### src/hw/rtl/u8bmp_pkg.sv
// Types, codes and constants of the UTF-8 BMP decoder.
package u8bmp_pkg;

    typedef enum logic [2:0] {
        ST_OK       = 3'd0,
        ST_BAD_LEAD = 3'd1,
        ST_BAD_CONT = 3'd2,
        ST_TOO_WIDE = 3'd3,
        ST_TRUNC    = 3'd4
    } t_status;

    localparam logic [7:0] LEAD_TWO_MIN   = 8'hC2;
    localparam logic [7:0] LEAD_THREE_MIN = 8'hE0;
    localparam logic [7:0] LEAD_WIDE_MIN  = 8'hF0;
    localparam logic [7:0] ASCII_LIMIT    = 8'h80;
    localparam logic [7:0] E0_CONT_MIN    = 8'hA0;
    localparam logic [1:0] CONT_TAG       = 2'b10;

    typedef struct packed {
        logic [1:0]  bytes_left;
        logic [15:0] partial_value;
        logic        first_cont_check;
        logic        discarding;
    } t_dec_state;

    typedef struct packed {
        logic        valid;
        logic [15:0] codepoint;
        t_status     status;
        logic        last_of_string;
    } t_dec_result;

endpackage

### src/hw/rtl/u8bmp_step.sv
// Per-byte decode: next sequence state and optional result for one request.
module u8bmp_step (
    input  u8bmp_pkg::t_dec_state  i_state,
    input  logic [7:0]             i_byte_in,
    input  logic                   i_string_end,
    output u8bmp_pkg::t_dec_state  o_state,
    output u8bmp_pkg::t_dec_result o_result
);
    import u8bmp_pkg::*;

    logic    fail;
    t_status fail_status;

    always_comb begin
        o_state                 = i_state;
        o_result.valid          = 1'b0;
        o_result.codepoint      = '0;
        o_result.status         = ST_OK;
        o_result.last_of_string = i_string_end;
        fail                    = 1'b0;
        fail_status             = ST_OK;

        if (i_state.discarding) begin
            if (i_string_end) begin
                o_state = '0;
            end
        end else if (i_state.bytes_left == 2'd0) begin
            if (i_byte_in < ASCII_LIMIT) begin
                o_result.valid     = 1'b1;
                o_result.codepoint = {8'h00, i_byte_in};
            end else if (i_byte_in < LEAD_TWO_MIN) begin
                fail        = 1'b1;
                fail_status = ST_BAD_LEAD;
            end else if (i_byte_in < LEAD_THREE_MIN) begin
                o_state.partial_value    = {5'd0, i_byte_in[4:0], 6'd0};
                o_state.bytes_left       = 2'd1;
                o_state.first_cont_check = 1'b0;
                fail                     = i_string_end;
                fail_status              = ST_TRUNC;
            end else if (i_byte_in < LEAD_WIDE_MIN) begin
                o_state.partial_value    = {i_byte_in[3:0], 12'd0};
                o_state.bytes_left       = 2'd2;
                o_state.first_cont_check = (i_byte_in == LEAD_THREE_MIN);
                fail                     = i_string_end;
                fail_status              = ST_TRUNC;
            end else begin
                fail        = 1'b1;
                fail_status = ST_TOO_WIDE;
            end
        end else if ((i_byte_in[7:6] != CONT_TAG)
                     || (i_state.first_cont_check && (i_byte_in < E0_CONT_MIN))) begin
            fail        = 1'b1;
            fail_status = ST_BAD_CONT;
        end else if (i_state.bytes_left == 2'd2) begin
            o_state.first_cont_check = 1'b0;
            o_state.partial_value    = i_state.partial_value | {4'd0, i_byte_in[5:0], 6'd0};
            o_state.bytes_left       = 2'd1;
            fail                     = i_string_end;
            fail_status              = ST_TRUNC;
        end else begin
            o_state                  = '0;
            o_result.valid           = 1'b1;
            o_result.codepoint       = i_state.partial_value | {10'd0, i_byte_in[5:0]};
        end

        if (fail) begin
            o_state                 = '0;
            o_state.discarding      = !i_string_end;
            o_result.valid          = 1'b1;
            o_result.codepoint      = '0;
            o_result.status         = fail_status;
        end
    end

endmodule

### src/hw/rtl/utf8_bmp_decoder_top.sv
// Top level of the UTF-8 to 16-bit codepoint decoder.
// A result is registered and appears at the output in the cycle after its byte's request.
// Throughput: one byte per cycle while the output is not stalled; the output register frees itself when taken.
// A byte is taken whenever the result register is empty or is drained that cycle.
// Reset clears the sequence state, the drop flag and the output valid.
module utf8_bmp_decoder_top (
    input  logic        i_clk,
    input  logic        i_rst_n,
    input  logic        i_in_valid,
    output logic        o_in_ready,
    input  logic [7:0]  i_byte_in,
    input  logic        i_string_end,
    output logic        o_out_valid,
    input  logic        i_out_ready,
    output logic [15:0] o_codepoint,
    output logic [2:0]  o_status,
    output logic        o_last_of_string
);
    import u8bmp_pkg::*;

    t_dec_state  r_state;
    t_dec_state  n_state;
    t_dec_result n_result;
    logic        r_out_valid;
    logic [15:0] r_codepoint;
    t_status     r_status;
    logic        r_last;
    logic        in_fire;

    assign o_in_ready = !r_out_valid || i_out_ready;
    assign in_fire    = i_in_valid && o_in_ready;

    u8bmp_step u_step (
        .i_state      (r_state),
        .i_byte_in    (i_byte_in),
        .i_string_end (i_string_end),
        .o_state      (n_state),
        .o_result     (n_result)
    );

    always_ff @(posedge i_clk) begin
        if (!i_rst_n) begin
            r_state     <= '0;
            r_out_valid <= 1'b0;
        end else begin
            if (in_fire) begin
                r_state <= n_state;
            end
            if (in_fire && n_result.valid) begin
                r_out_valid <= 1'b1;
            end else if (i_out_ready) begin
                r_out_valid <= 1'b0;
            end
        end
    end

    always_ff @(posedge i_clk) begin
        if (in_fire && n_result.valid) begin
            r_codepoint <= n_result.codepoint;
            r_status    <= n_result.status;
            r_last      <= n_result.last_of_string;
        end
    end

    assign o_out_valid      = r_out_valid;
    assign o_codepoint      = r_codepoint;
    assign o_status         = r_status;
    assign o_last_of_string = r_last;

endmodule

### config.mk
export PLATFORM = sky130hd
export DESIGN_NAME = utf8_bmp_decoder_top
export DESIGN_NICKNAME = d
export VERILOG_FILES = /design/src/hw/rtl/u8bmp_pkg.sv /design/src/hw/rtl/u8bmp_step.sv /design/src/hw/rtl/utf8_bmp_decoder_top.sv
export SDC_FILE = /design/constraint.sdc
export NUM_CORES = 1
export LEC_CHECK = 0
export BUFFER_PORTS_ARGS = -buffer_cell sky130_fd_sc_hd__buf_2
export CAP_MARGIN = 20
export CORE_MARGIN = 5
export CORE_UTILIZATION = 33
export DETAILED_ROUTE_END_ITERATION = 7
export PLACE_DENSITY = 0.58
export SYNTH_ARGS = -nofsm -noshare
export SYNTH_HDL_FRONTEND = slang
export SYNTH_HIERARCHICAL = 1
export SYNTH_SLANG_ARGS = --single-unit
### constraint.sdc
create_clock -name i_clk -period 2.5 [get_ports i_clk]
set_input_delay 0.25 -clock i_clk [delete_from_list [all_inputs] [get_ports i_clk]]
set_output_delay 0.25 -clock i_clk [all_outputs]
set_load 0.02 [all_outputs]
# After elaboration in Yosys (flattened, before gate mapping)
# Index checks and enable logic that the tools add are counted.
# word_totals
reg_bits	41
in_bits	13
word_cells	71
# classes
magnitude_cmp	5
eq_ne	8
mux	35
n_bitwise	3
reduce_logical	12
# op_table
op	count
$mux W20	5
$mux W19	5
$mux W17	5
$lt A8 B8 Y1 const B	5
$mux W3	8
$mux W18	1
$or A16 B12 Y16	1
$or A16 B6 Y16	1
$mux W1	11
$eq A8 B8 Y1 const B	1
$ne A4 B3 Y1 const B	2
$reduce_and A6 Y1	1
$ne A5 B4 Y1 const B	1
$ne A4 B2 Y1 const B	1
$reduce_or A2 Y1	2
$logic_and A1 B1 Y1	3
$ne A3 B2 Y1 const B	1
$eq A2 B2 Y1 const B	1
$logic_not A1 Y1	2
$logic_not A2 Y1	1
$logic_or A1 B1 Y1	2
$ne A2 B2 Y1 const B	1
$reduce_bool A2 Y1	1
$not A1 Y1	1

# Logic depth before layout (Yosys ltp)
# logic_depth
word_depth	10
mapped_depth	9
mapped_depth_nobuf	7

# Cells and area by module
# The synthesis kept the hierarchy.
# by_module_without_submodules
module	n_inst	cells_each	area_each_um2	seq_area_each_um2
utf8_bmp_decoder_top	1	113	1456.4	1021.0
u8bmp_step	1	153	965.9	0.0

# Worst setup path before layout
# OpenSTA, ideal clock, no wires.
# synth_path
path_type	flip-flop to flip-flop
from	register r_state[19] in the netlist's numbering
to	register r_codepoint[0] (netlist: o_codepoint[0]) (enable)
t_arrival_ps	2329
path_slack_ps	-227
path_stages_with_launch	9
synth_period_minus_slack_ps	2727
cell_sequence	dfxtp_1 buf_2 or2_2 nor2_2 and3_4 o2bb2ai_4 nand2b_1 nand2_1 nor2b_1
# synth_rtl
item	line	rtl
from (decl)	utf8_bmp_decoder_top.sv:21	t_dec_state r_state;
from (signal assigned)	utf8_bmp_decoder_top.sv:47	r_state <= n_state;
to (signal assigned)	utf8_bmp_decoder_top.sv:59	r_codepoint <= n_result.codepoint;
to (decl)	utf8_bmp_decoder_top.sv:25	logic [15:0] r_codepoint;

==> impl_metrics.csv <==
group,metric,value,unit
floorplanning,ios,35,
logic_synthesis,synth_top_family_by_area,"simple AND/OR/NAND/NOR gates",
logic_synthesis,syn_inst,266,
logic_synthesis,synthMuxAreaShare,8.26,%
route,via_count,2026,
global_route,antenna_found_initial,0,
cells_and_area,n_antenna_cell,0,
critical_path,path_class,"flop to flop",
critical_path,critPathMaxStageDelay,0.44,ns
clock_tree,cts_tree,"yes",
logic_synthesis,ys_seq_area_share,42.1,%
sta,setup_tns,0,ns
critical_path,startpoint_type,"flop",
global_route,grt_pass1_vias,1898,
route,drt_wl_total,6.14,mm
critical_path,crit_family,"simple AND/OR/NAND/NOR gates",
logic_synthesis,synth_area_leaders,"edfxtp_1, dfxtp_1, mux2i_1",
global_route,grt_usage,14.1,%
logic_synthesis,synth-adder-area-share,0,%
cells_and_area,finalNetCount,311,
floorplanning,dieArea,0.00915,mm^2
critical_path,cp.arrival,2.12,ns
logic_synthesis,synth_ff_type,"dfxtp_1",
sta,final-setup-viol-count,0,
logic_synthesis,synthXorXnorAreaFrac,0,%
place,dp.cells,390,
clock_tree,cts_hold_buf,0,
cells_and_area,stdcell_count,398,
global_route,grt_pass1_wl,9.81,mm
clock_tree,htreeDepth,2,
floorplanning,core_area,0.00721,mm^2
power,p_leak,1.05,nW
logic_synthesis,yosysTopAreaCell,"edfxtp_1",
sta,skew,0.00800,ns
logic_synthesis,syn-num-nets,279,
place,gp_congestion,0.941,
sta,hold_viol,0,
run,cap_violations,0,
route,viasPerCell,5.09,
critical_path,cp_slowest_cell,"or2_2",
logic_synthesis,synth_edf_count,20,
logic_synthesis,synth_area,0.00242,mm^2
floorplanning,die_x,95.7,um
route,ant_nets,0,
hold_path,min_path_type,"input pin to flop",
critical_path,path_max_fanout,20,
place,place_hpwl,4.61,mm
critical_path,path_cells,"or2_2 > nor2_2 > and3_4 > o2bb2ai_4 > nand2b_1 > nand2_1 > nor2b_2 > buf_12",
cells_and_area,fill_cells,742,
cells_and_area,layout-drive-gt1-share,23.1,%
sta,worst_slew_pin_slew,0.669,ns
clock_tree,cts_buffer_depth,2,
critical_path,endpoint_kind,"flop",
logic_synthesis,yosysTopAreaCellShare,24.8,%
clock_tree,cts_buffers,5,
critical_path,worstPathRequired,2.51,ns
floorplanning,num_rows,31,
logic_synthesis,ys_seq_elements,41,
sta,fin_crit_sh,84.5,%
logic_synthesis,synthSimpleGateAreaFrac,23.5,%
status,status,"completed",
sta,hold_slack,0.274,ns
route,drcViolationCount,0,
clock_tree,cts-root-buf,"clkbuf_8",
logic_synthesis,syn_area_per_cell,9.11,um^2
place,place_worst_setup_slack,0.295,ns
logic_synthesis,synth_compound_area_share,20.7,%
floorplanning,die_y,95.7,um
clock_tree,cts_resized,0,
logic_synthesis,async_reset_ff_share,0,%
clock_tree,clkLatencyLatePin,0.30,ns
clock_tree,cts.sinks,41,
floorplanning,start_util,33.6,%
cells_and_area,syn_to_final_growth,14.7,%
critical_path,worstPathBufferInverterCount,1,
sta,max_freq,473,MHz
sta,rsz0062_at_grt,"no",
clock_tree,clkTransAtPathRegs,0.07,ns
power,power_density,509,mW/mm^2
route,first_pass_iters,5,
power,vdd_drop_max,0.000191,V
place,io_buffers,34,
sta,period_minus_slack,2.11,ns
route,drtIter0Drc,224,
sta,slew_viol_final,0,
route,wl_per_cell,15.4,um
global_route,gr-total-overflow,0,
sta,slew_headroom,55.4,%
logic_synthesis,ys_types,52,
global_route,grt_start_max_net_pins,42,
sta,layout_setup_ws,0.388,ns
logic_synthesis,ys_warn_count,6,
clock_tree,post-cts-setup-buffers,0,
-- synthesized netlist by cell type (5+ instances only) --
| cell type | count |
|---|---|
| a21boi_1 | 6 |
| a21o_1 | 6 |
| a21oi_1 | 17 |
| a22oi_1 | 5 |
| a31oi_1 | 5 |
| and2_1 | 11 |
| buf_2 | 7 |
| dfxtp_1 | 21 |
| edfxtp_1 | 20 |
| inv_1 | 7 |
| mux2i_1 | 20 |
| nand2_1 | 52 |
| nand3_1 | 5 |
| nor2_1 | 15 |
| nor3_1 | 7 |
| o211ai_1 | 7 |
| o21ai_0 | 6 |
-- cell usage in the layout (no fill, tap or decap), types with 2 or more instances in the layout --
master and n:
nand2_1 52, buf_2 34, dfxtp_1 21, mux2i_1 20, edfxtp_1 20, a21oi_1 17
nor2_1 15, and2_1 11, buf_4 7, inv_1 7, o211ai_1 7, nor3_1 7
o21ai_0 6, a21o_1 6, a21boi_1 6, clkbuf_8 5, nand3_1 5, a31oi_1 5
a22oi_1 5, clkinv_2 2, nor3b_1 2, nor2b_1 2, nand2b_1 2, o311ai_1 2
o21ai_4 2, a32oi_1 2, nor2_2 2
-- metal layers --
layer	share of wire [%]	global-route usage (%)
met5	0	0
met4	1.6	6.75
met3	5.9	2.53
met2	46	20.6
met1	46	19.8
-- sequential cells by signal (all words and copies together), names as in the netlist --
signal and flops:
o_status 3, o_codepoint 16, r_state 20, o_last_of_string 1, o_out_valid 1
-- worst paths after layout --
path	startpoint	end	slack, ns	cells past startpoint
worst max-delay path	r_state[19]$_SDFFE_PN0P_	o_last_of_string$_DFFE_PP_	0.39	8
worst min-delay path	i_string_end	o_last_of_string$_DFFE_PP_	0.27	1
worst min register to register	r_state[3]$_SDFFE_PN0P_	r_state[3]$_SDFFE_PN0P_	0.48	2
worst max register to register	r_state[19]$_SDFFE_PN0P_	o_last_of_string$_DFFE_PP_	0.39	8
-- logic make-up after synthesis --
| kind of cell | after synthesis |
|---|---|
| DFF | 41 |
| and+or+nand+nor | 112 |
| muxes | 20 |
| AOI/OAI and AO/OA | 68 |
| buffers and inverters | 25 |
-- final cells by class --
cell class / instances / area (um^2) / share of cell area (%)
clock inverters: 3 / 17.5 / 0.631
clock buffers: 5 / 68.8 / 2.48
repair buffers: 42 / 243 / 8.74
inverters: 8 / 30.0 / 1.08
multi-input cells: 200 / 1270 / 45.9
flip-flops and latches: 41 / 1020 / 36.8
well taps: 99 / 124 / 4.46
-- power breakdown --
group	internal, mW	switching, mW
clock network	0.193	0.228
registers	0.734	0.0126
logic	0.0852	0.162
-- per-stage QoR --
| step | power (mW) | instance area [um^2] | utilization [%] |
|---|---|---|---|
| floorplan | 0.929 | 2420 | - |
| global placement | 1.01 | 2690 | 37.3 |
| detailed placement | 1.01 | 2690 | 37.3 |
| CTS | 1.43 | 2780 | 38.5 |
| global route | 1.48 | 2780 | 38.5 |
| finish | 1.41 | 2780 | 38.5 |
(Power assumes the default switching activity.)
